[src/hw/rtl/rpcsv_pkg.sv]
// Package: packet format constants and payload/result struct types for the checksum validator.
package rpcsv_pkg;

	localparam int unsigned PktLen     = 17;
	localparam int unsigned SumLen     = 13;
	localparam int unsigned PayloadLen = 10;
	localparam int unsigned AddrPos0   = 10;
	localparam int unsigned CntW       = 5;
	localparam int unsigned SumW       = 12;
	localparam int unsigned CfgIdxW    = 2;

	typedef enum logic [CfgIdxW-1:0] {
		CFG_ADDR0 = 2'd0,
		CFG_ADDR1 = 2'd1,
		CFG_ADDR2 = 2'd2,
		CFG_NONE  = 2'd3
	} cfg_idx_t;

	typedef struct packed {
		logic [7:0] data_byte;
		logic       packet_start;
	} in_item_t;

	typedef struct packed {
		logic        packet_valid;
		logic [15:0] throttle;
		logic [15:0] pitch;
		logic [15:0] roll;
		logic [15:0] yaw;
		logic [7:0]  motor_off;
		logic [7:0]  alt_hold;
	} out_item_t;

endpackage

[src/hw/rtl/radio_packet_checksum_validator_unit.sv]
// Top level: 17-byte packet validator with address match and additive checksum.
// Result path: a last packet byte passes through the input register, then the result
//   register, where the result is presented.
// Throughput: one byte per clock; in_stall rises only while a finished result waits
//   in the result register and the next last-byte would overwrite it.
// Reset (arst_n low, async): byte count, sum, checksum and held values clear to zero,
//   address match flag sets, address registers clear; payload bytes are not reset.
module radio_packet_checksum_validator_unit (
	input  logic                         clk,
	input  logic                         arst_n,
	// input byte channel
	input  logic                         in_valid,
	output logic                         in_stall,
	input  rpcsv_pkg::in_item_t          in_data,
	// result channel
	output logic                         out_valid,
	input  logic                         out_stall,
	output rpcsv_pkg::out_item_t         out_data,
	// configuration write channel
	input  logic                         cfg_valid,
	output logic                         cfg_ready,
	input  logic [rpcsv_pkg::CfgIdxW-1:0] cfg_index,
	input  logic [7:0]                   cfg_data
);
	import rpcsv_pkg::*;

	// address registers
	logic [7:0] addr_q [3];

	// input register stage
	logic      valid_s1;
	in_item_t  item_s1;

	// packet assembly state
	logic [CntW-1:0] byte_count_q;
	logic [SumW-1:0] sum_q;
	logic [31:0]     cksum_q;
	logic            addr_ok_q;
	logic [7:0]      payload_q [PayloadLen];

	// held command values
	logic [15:0] axes_q [4];
	logic [7:0]  flags_q [2];

	// result register
	logic      out_valid_q;
	out_item_t out_q;

	// per-byte decode
	logic [CntW-1:0] idx;
	logic            last_s1;
	logic            s1_go;
	logic            s1_fire;
	logic [31:0]     cksum_next;
	logic            pkt_ok;

	// Config is always accepted; writes to the unused index are dropped.
	assign cfg_ready = 1'b1;

	always_ff @(posedge clk or negedge arst_n) begin
		if (!arst_n) begin
			addr_q[0] <= '0;
			addr_q[1] <= '0;
			addr_q[2] <= '0;
		end else if (cfg_valid) begin
			unique case (cfg_idx_t'(cfg_index))
				CFG_ADDR0: addr_q[0] <= cfg_data;
				CFG_ADDR1: addr_q[1] <= cfg_data;
				CFG_ADDR2: addr_q[2] <= cfg_data;
				default: ;
			endcase
		end
	end

	// Byte position: a start marker forces position 0 and drops any partial packet.
	always_comb begin
		if (item_s1.packet_start || (byte_count_q >= CntW'(PktLen))) begin
			idx = '0;
		end else begin
			idx = byte_count_q;
		end
	end

	assign last_s1 = (idx == CntW'(PktLen - 1));

	// Only the last byte needs the result register; every other byte always moves on.
	assign s1_go    = !(last_s1 && out_valid_q && out_stall);
	assign s1_fire  = valid_s1 && s1_go;
	assign in_stall = valid_s1 && !s1_go;

	always_ff @(posedge clk or negedge arst_n) begin
		if (!arst_n) begin
			valid_s1 <= 1'b0;
		end else if (!in_stall) begin
			valid_s1 <= in_valid;
		end
	end

	always_ff @(posedge clk) begin
		if (in_valid && !in_stall) begin
			item_s1 <= in_data;
		end
	end

	// Checksum bytes arrive big-endian and shift in from the bottom.
	assign cksum_next = {cksum_q[23:0], item_s1.data_byte};

	// Sum of 13 bytes fits in 12 bits, so the upper checksum bits must be zero.
	assign pkt_ok = addr_ok_q && (cksum_next == {{(32-SumW){1'b0}}, sum_q});

	always_ff @(posedge clk or negedge arst_n) begin
		if (!arst_n) begin
			byte_count_q <= '0;
			sum_q        <= '0;
			cksum_q      <= '0;
			addr_ok_q    <= 1'b1;
		end else if (s1_fire) begin
			byte_count_q <= last_s1 ? '0 : idx + CntW'(1);
			if (idx == '0) begin
				sum_q     <= SumW'(item_s1.data_byte);
				cksum_q   <= '0;
				addr_ok_q <= 1'b1;
			end else begin
				if (idx < CntW'(SumLen)) begin
					sum_q <= sum_q + SumW'(item_s1.data_byte);
				end else begin
					cksum_q <= cksum_next;
				end
				if ((idx == CntW'(AddrPos0)     && item_s1.data_byte != addr_q[0]) ||
				    (idx == CntW'(AddrPos0 + 1) && item_s1.data_byte != addr_q[1]) ||
				    (idx == CntW'(AddrPos0 + 2) && item_s1.data_byte != addr_q[2])) begin
					addr_ok_q <= 1'b0;
				end
			end
		end
	end

	// Payload bytes 0..9 are always written before byte 16 reads them.
	always_ff @(posedge clk) begin
		if (s1_fire && idx < CntW'(PayloadLen)) begin
			payload_q[idx[3:0]] <= item_s1.data_byte;
		end
	end

	// Held values refresh only on a good packet.
	always_ff @(posedge clk or negedge arst_n) begin
		if (!arst_n) begin
			for (int i = 0; i < 4; i++) axes_q[i] <= '0;
			flags_q[0] <= '0;
			flags_q[1] <= '0;
		end else if (s1_fire && last_s1 && pkt_ok) begin
			axes_q[0]  <= {payload_q[0], payload_q[1]};
			axes_q[1]  <= {payload_q[2], payload_q[3]};
			axes_q[2]  <= {payload_q[4], payload_q[5]};
			axes_q[3]  <= {payload_q[6], payload_q[7]};
			flags_q[0] <= payload_q[8];
			flags_q[1] <= payload_q[9];
		end
	end

	// Result register: loads on the last byte, drains when downstream takes the transaction.
	always_ff @(posedge clk or negedge arst_n) begin
		if (!arst_n) begin
			out_valid_q <= 1'b0;
		end else if (s1_fire && last_s1) begin
			out_valid_q <= 1'b1;
		end else if (!out_stall) begin
			out_valid_q <= 1'b0;
		end
	end

	always_ff @(posedge clk) begin
		if (s1_fire && last_s1) begin
			out_q.packet_valid <= pkt_ok;
			if (pkt_ok) begin
				out_q.throttle  <= {payload_q[0], payload_q[1]};
				out_q.pitch     <= {payload_q[2], payload_q[3]};
				out_q.roll      <= {payload_q[4], payload_q[5]};
				out_q.yaw       <= {payload_q[6], payload_q[7]};
				out_q.motor_off <= payload_q[8];
				out_q.alt_hold  <= payload_q[9];
			end else begin
				out_q.throttle  <= axes_q[0];
				out_q.pitch     <= axes_q[1];
				out_q.roll      <= axes_q[2];
				out_q.yaw       <= axes_q[3];
				out_q.motor_off <= flags_q[0];
				out_q.alt_hold  <= flags_q[1];
			end
		end
	end

	assign out_valid = out_valid_q;
	assign out_data  = out_q;

	// byte position never runs past the last packet byte
	a_count_range: assert property (@(posedge clk) disable iff (!arst_n)
		byte_count_q <= CntW'(PktLen - 1))
		else $error("byte count out of range");

	// a new result only follows a last byte leaving the input register
	a_result_src: assert property (@(posedge clk) disable iff (!arst_n)
		$rose(out_valid_q) |-> $past(s1_fire && last_s1))
		else $error("result without last byte");

	// input backs up only when a held result blocks the last byte
	a_stall_cause: assert property (@(posedge clk) disable iff (!arst_n)
		in_stall |-> (valid_s1 && last_s1 && out_valid_q && out_stall))
		else $error("unexpected input stall");

	// a good packet result's throttle matches the held throttle it just loaded
	a_held_match: assert property (@(posedge clk) disable iff (!arst_n)
		(out_valid_q && out_q.packet_valid) |-> (out_q.throttle == axes_q[0]))
		else $error("held throttle mismatch");

endmodule
[config.mk]
export PLATFORM = sky130hd
export DESIGN_NAME = radio_packet_checksum_validator_unit
export DESIGN_NICKNAME = d
export VERILOG_FILES = /design/src/hw/rtl/rpcsv_pkg.sv /design/src/hw/rtl/radio_packet_checksum_validator_unit.sv
export SDC_FILE = /design/constraint.sdc
export NUM_CORES = 1
export LEC_CHECK = 0
export CAP_MARGIN = 20
export CELL_PAD_IN_SITES_DETAIL_PLACEMENT = 1
export CELL_PAD_IN_SITES_GLOBAL_PLACEMENT = 2
export CORE_MARGIN = 1
export CORE_UTILIZATION = 42
export CTS_CLUSTER_SIZE = 12
export DETAILED_ROUTE_END_ITERATION = 8
export DONT_BUFFER_PORTS = 1
export GPL_TIMING_DRIVEN = 0
export PLACE_DENSITY_LB_ADDON = 0.12
export SLEW_MARGIN = 20
export SYNTH_ARGS = -nofsm -noshare
export SYNTH_HDL_FRONTEND = slang
export SYNTH_SLANG_ARGS = --single-unit
[constraint.sdc]
create_clock -name clk -period 5.4 [get_ports clk]
set_input_delay 0.81 -clock clk [delete_from_list [all_inputs] [get_ports clk]]
set_output_delay 0.81 -clock clk [all_outputs]
set_load 0.005 [all_outputs]
==> metrics.md <==
| Metric | Value |
|---|---|
| Run status | finished, final reports clean |
| Final Instance Area | 14700 µm² |
| Uppermost signal routing layer after detailed routing | met4 |
| Clk_lat worst skew | 510 ps |
| Largest net degree at the start of global routing | 107 |
| Buffers from clock root to sink, at most | 3 |
| Via count of the first global-routing pass | 7471 |
| Fraction of final layout cells with drive strength greater than 1 | 0.231 |
| Post-Place Cell Area | 13500 µm² |
| Leakage power of the design | 6.28 nW |
| Detailed-placement wirelength estimate | 18.6 mm |
| Total negative slack | 0 ps |
| Flip-flop cell with the highest count after synthesis | edfxtp_1 |
| Input/output buffers | 0 |
| WL final | 29.0 mm |
| VDD IR max | 0.180 mV |
| Highest achievable clock rate | 0.242 GHz |
| Routability-driven placement congestion ratio | 0.805 |
| Family of cells with the greatest summed delay on the critical path | simple AND/OR/NAND/NOR gates |
| Signed area change from the synthesized netlist to the final layout | 13.5% |
| Share of the core filled with cells in the final layout | 0.489 |
| Crit path max-delay cell type | edfxtp_1 |
| Setup slack at placement | 1120 ps |
| Cell area after synthesis | 12900 µm² |
| Mean instance size in the synthesized netlist | 15.9 µm² |
| Cts bufs inserted | 36 |
| Critical Path, Cell by Cell | ha_1, nor4_1, nand4_1, nor3_4, nand2_1, buf_2, mux2_1 |
| Final global-route overflow total | 0 |
| Final count of hold timing violations | 0 |
| DRC | 0 |
| Data required time at the worst endpoint | 5790 ps |
| Antenna Violating Nets Remaining | 0 |
| Die height | 177 µm |
| Buffers inserted by post-CTS timing repair | 0 |
| Die width | 177 µm |
| Routed wire length on met2 | 15.0 mm |
| Vias post-DR | 6722 |
| Number of warnings reported in the yosys synthesis log | 0 |
| P per Cell Area | 394 nW/µm² |
| Worst clock skew on the final layout | 20.3 ps |
| Path category of the worst min-delay check | input port to async pin |
| Tightest slew margin relative to the limit | 0.329 |
| Post-detailed-route wirelength per cell | 22.7 µm |
| Total Die Area | 31500 µm² |
| Critical Path Start Type | register |
| Std cell rows | 63 |
| Final net count | 894 |
| GRT Overall Usage | 0.192 |
| Post-route worst setup slack | 1270 ps |
| Number of standard cells in the layout, taps in and fillers out | 1275 |
| Number of cells after detailed placement | 1206 |
| Avg Vias per Cell | 5.27 |
| Share of synthesized flip-flops with an asynchronous set or reset | 0.465 |
| Type of the worst setup path | register to register |
| Wire length on met1 | 12.5 mm |
| Post-Route Hold Slack | 146 ps |
| Buffer cell driving the clock tree root | clkbuf_16 |
| Stage delay of the slowest cell on the critical path | 1010 ps |
| Endpoint type of the worst setup path | register |
| Routed met3 length | 921 µm |
| Top Ports | 108 |
| Maximum fanout along the worst path | 16 |
| Number of cells produced by synthesis | 812 |
| Htree depth | 2 |
| Core Region | 30000 µm² |
| Number of enable-type register cells in the synthesized netlist | 170 |
| Diodes inserted | 0 |
| Max-slew violation count | 0 |
| Synth Net Count | 849 |
| Setup repair after global routing missed its margin | false |
| Share of the clock period used by the worst path after layout | 0.765 |
| Final Setup Violations | 0 |
| Post-synthesis register bit count | 318 |
| First-pass GRT wire length | 45.1 mm |
| Post-layout total power | 5.78 mW |
| Sequential share of the synthesized area | 0.682 |
| TritonCTS clock tree | done |
| Length of the first detailed-routing pass in iterations | 4 |
| Worst Path Buf+Inv | 1 |
| Number of antenna violations at the first check in global routing | 0 |
| Count of cell types in the netlist | 56 |
| DR iter-0 viols | 296 |
| Clock transition at the registers of the reported paths | 60 ps |
| CTS Sinks | 318 |
| Min cycle time layout | 4130 ps |
| Effective utilization at floorplan | 0.431 |
| Arrival time at the worst endpoint | 4520 ps |
| Actual slew at the worst max-slew pin | 1010 ps |
| Reported max-cap violation count | 0 |
==> cells in the final DEF, fill, tap and decap left out, types with 5 or more instances in the layout <==
master,synthesis,layout
mux2_1,80,80
nor3_1,5,5
a21oi_1,11,11
o21ai_0,14,14
and2_1,7,7
mux2_2,116,116
ha_1,12,12
clkbuf_1,11,20
clkinv_1,0,10
buf_2,20,22
xnor2_1,29,29
nor4_1,6,5
o21a_1,5,5
clkbuf_16,0,38
mux2i_1,19,19
nor2_1,25,24
nand4_1,9,9
inv_1,27,27
dfrtp_1,147,147
nand2_1,35,35
edfxtp_1,170,170
==> state kept, by name, indices dropped and copies added, names as in the netlist <==
signal	cells
out_data	81
payload_q	80
axes_q	64
addr_q	24
cksum_q	24
flags_q	16
sum_q	12
cksum_next	8
byte_count_q	5
addr_ok_q	1
item_s1	1
out_valid	1
valid_s1	1
==> final cells by class <==
type	count	area, µm²
fillers	2856	15300
flip-flops and latches	318	8810
multi-input cells	432	3860
clock buffers	51	1040
well taps	390	488
plain buffers	35	171
repair buffers	7	108
inverters	27	101
clock inverters	15	76.3
==> final timing paths <==
kind / depth (start not counted) / start / slack (ps) / endpoint
max: 7 / cksum_next[7] / 1270 / axes_q[30]
min: 0 / arst_n / 150 / addr_ok_q
max reg2reg: 7 / cksum_next[7] / 1270 / axes_q[30]
min reg2reg: 1 / payload_q[6][7] / 480 / axes_q[15]
max in group asynchronous: 1 / arst_n / 4280 / cksum_q[10]
min in group clk: 0 / in_data[6] / 400 / cksum_next[5]
==> power by group <==
group | internal, mW | switching (mW)
Clock | 1.34 | 0.939
Combinational | 0.279 | 0.362
Sequential | 2.71 | 0.142
Total | 4.33 | 1.44
==> per-layer routing <==
| metal | vias up | track usage |
|---|---|---|
| li1 | 3072 | - |
| met1 | 3480 | 0.246 |
| met2 | 132 | 0.341 |
| met3 | 38 | 0.0274 |
| met4 | 0 | 0.0495 |
| met5 | - | 0 |
==> cells in the mapped netlist, drive strengths merged, types with 12 or more instances <==
cell type,count,area share
buf,24,0.010
dfrtp,147,0.28
edfxtp,170,0.40
ha,12,0.012
inv,27,0.0078
mux2,196,0.17
mux2i,19,0.015
nand2,35,0.010
nor2,25,0.0073
o21ai,15,0.0061
xnor2,29,0.020
==> cell families (layout without fill, tap and decap cells) <==
logic type | after synthesis | in the layout | share of synthesized area
compound gates | 60 | 60 | 0.0325
xor+xnor | 31 | 31 | 0.0210
other cells | 1 | 1 | 0.000290
mux | 215 | 215 | 0.186
fa+ha+maj | 13 | 13 | 0.0132
buf+inv | 62 | 135 | 0.0211
flops | 318 | 318 | 0.682
simple gates | 112 | 112 | 0.0442
==> repair_timing <==
item	CTS	global route
hold buffers	3	0
gates resized for setup	0	0
endpoints found under the hold margin	106	0
No activity file was read; power rests on OpenSTA's default activity.
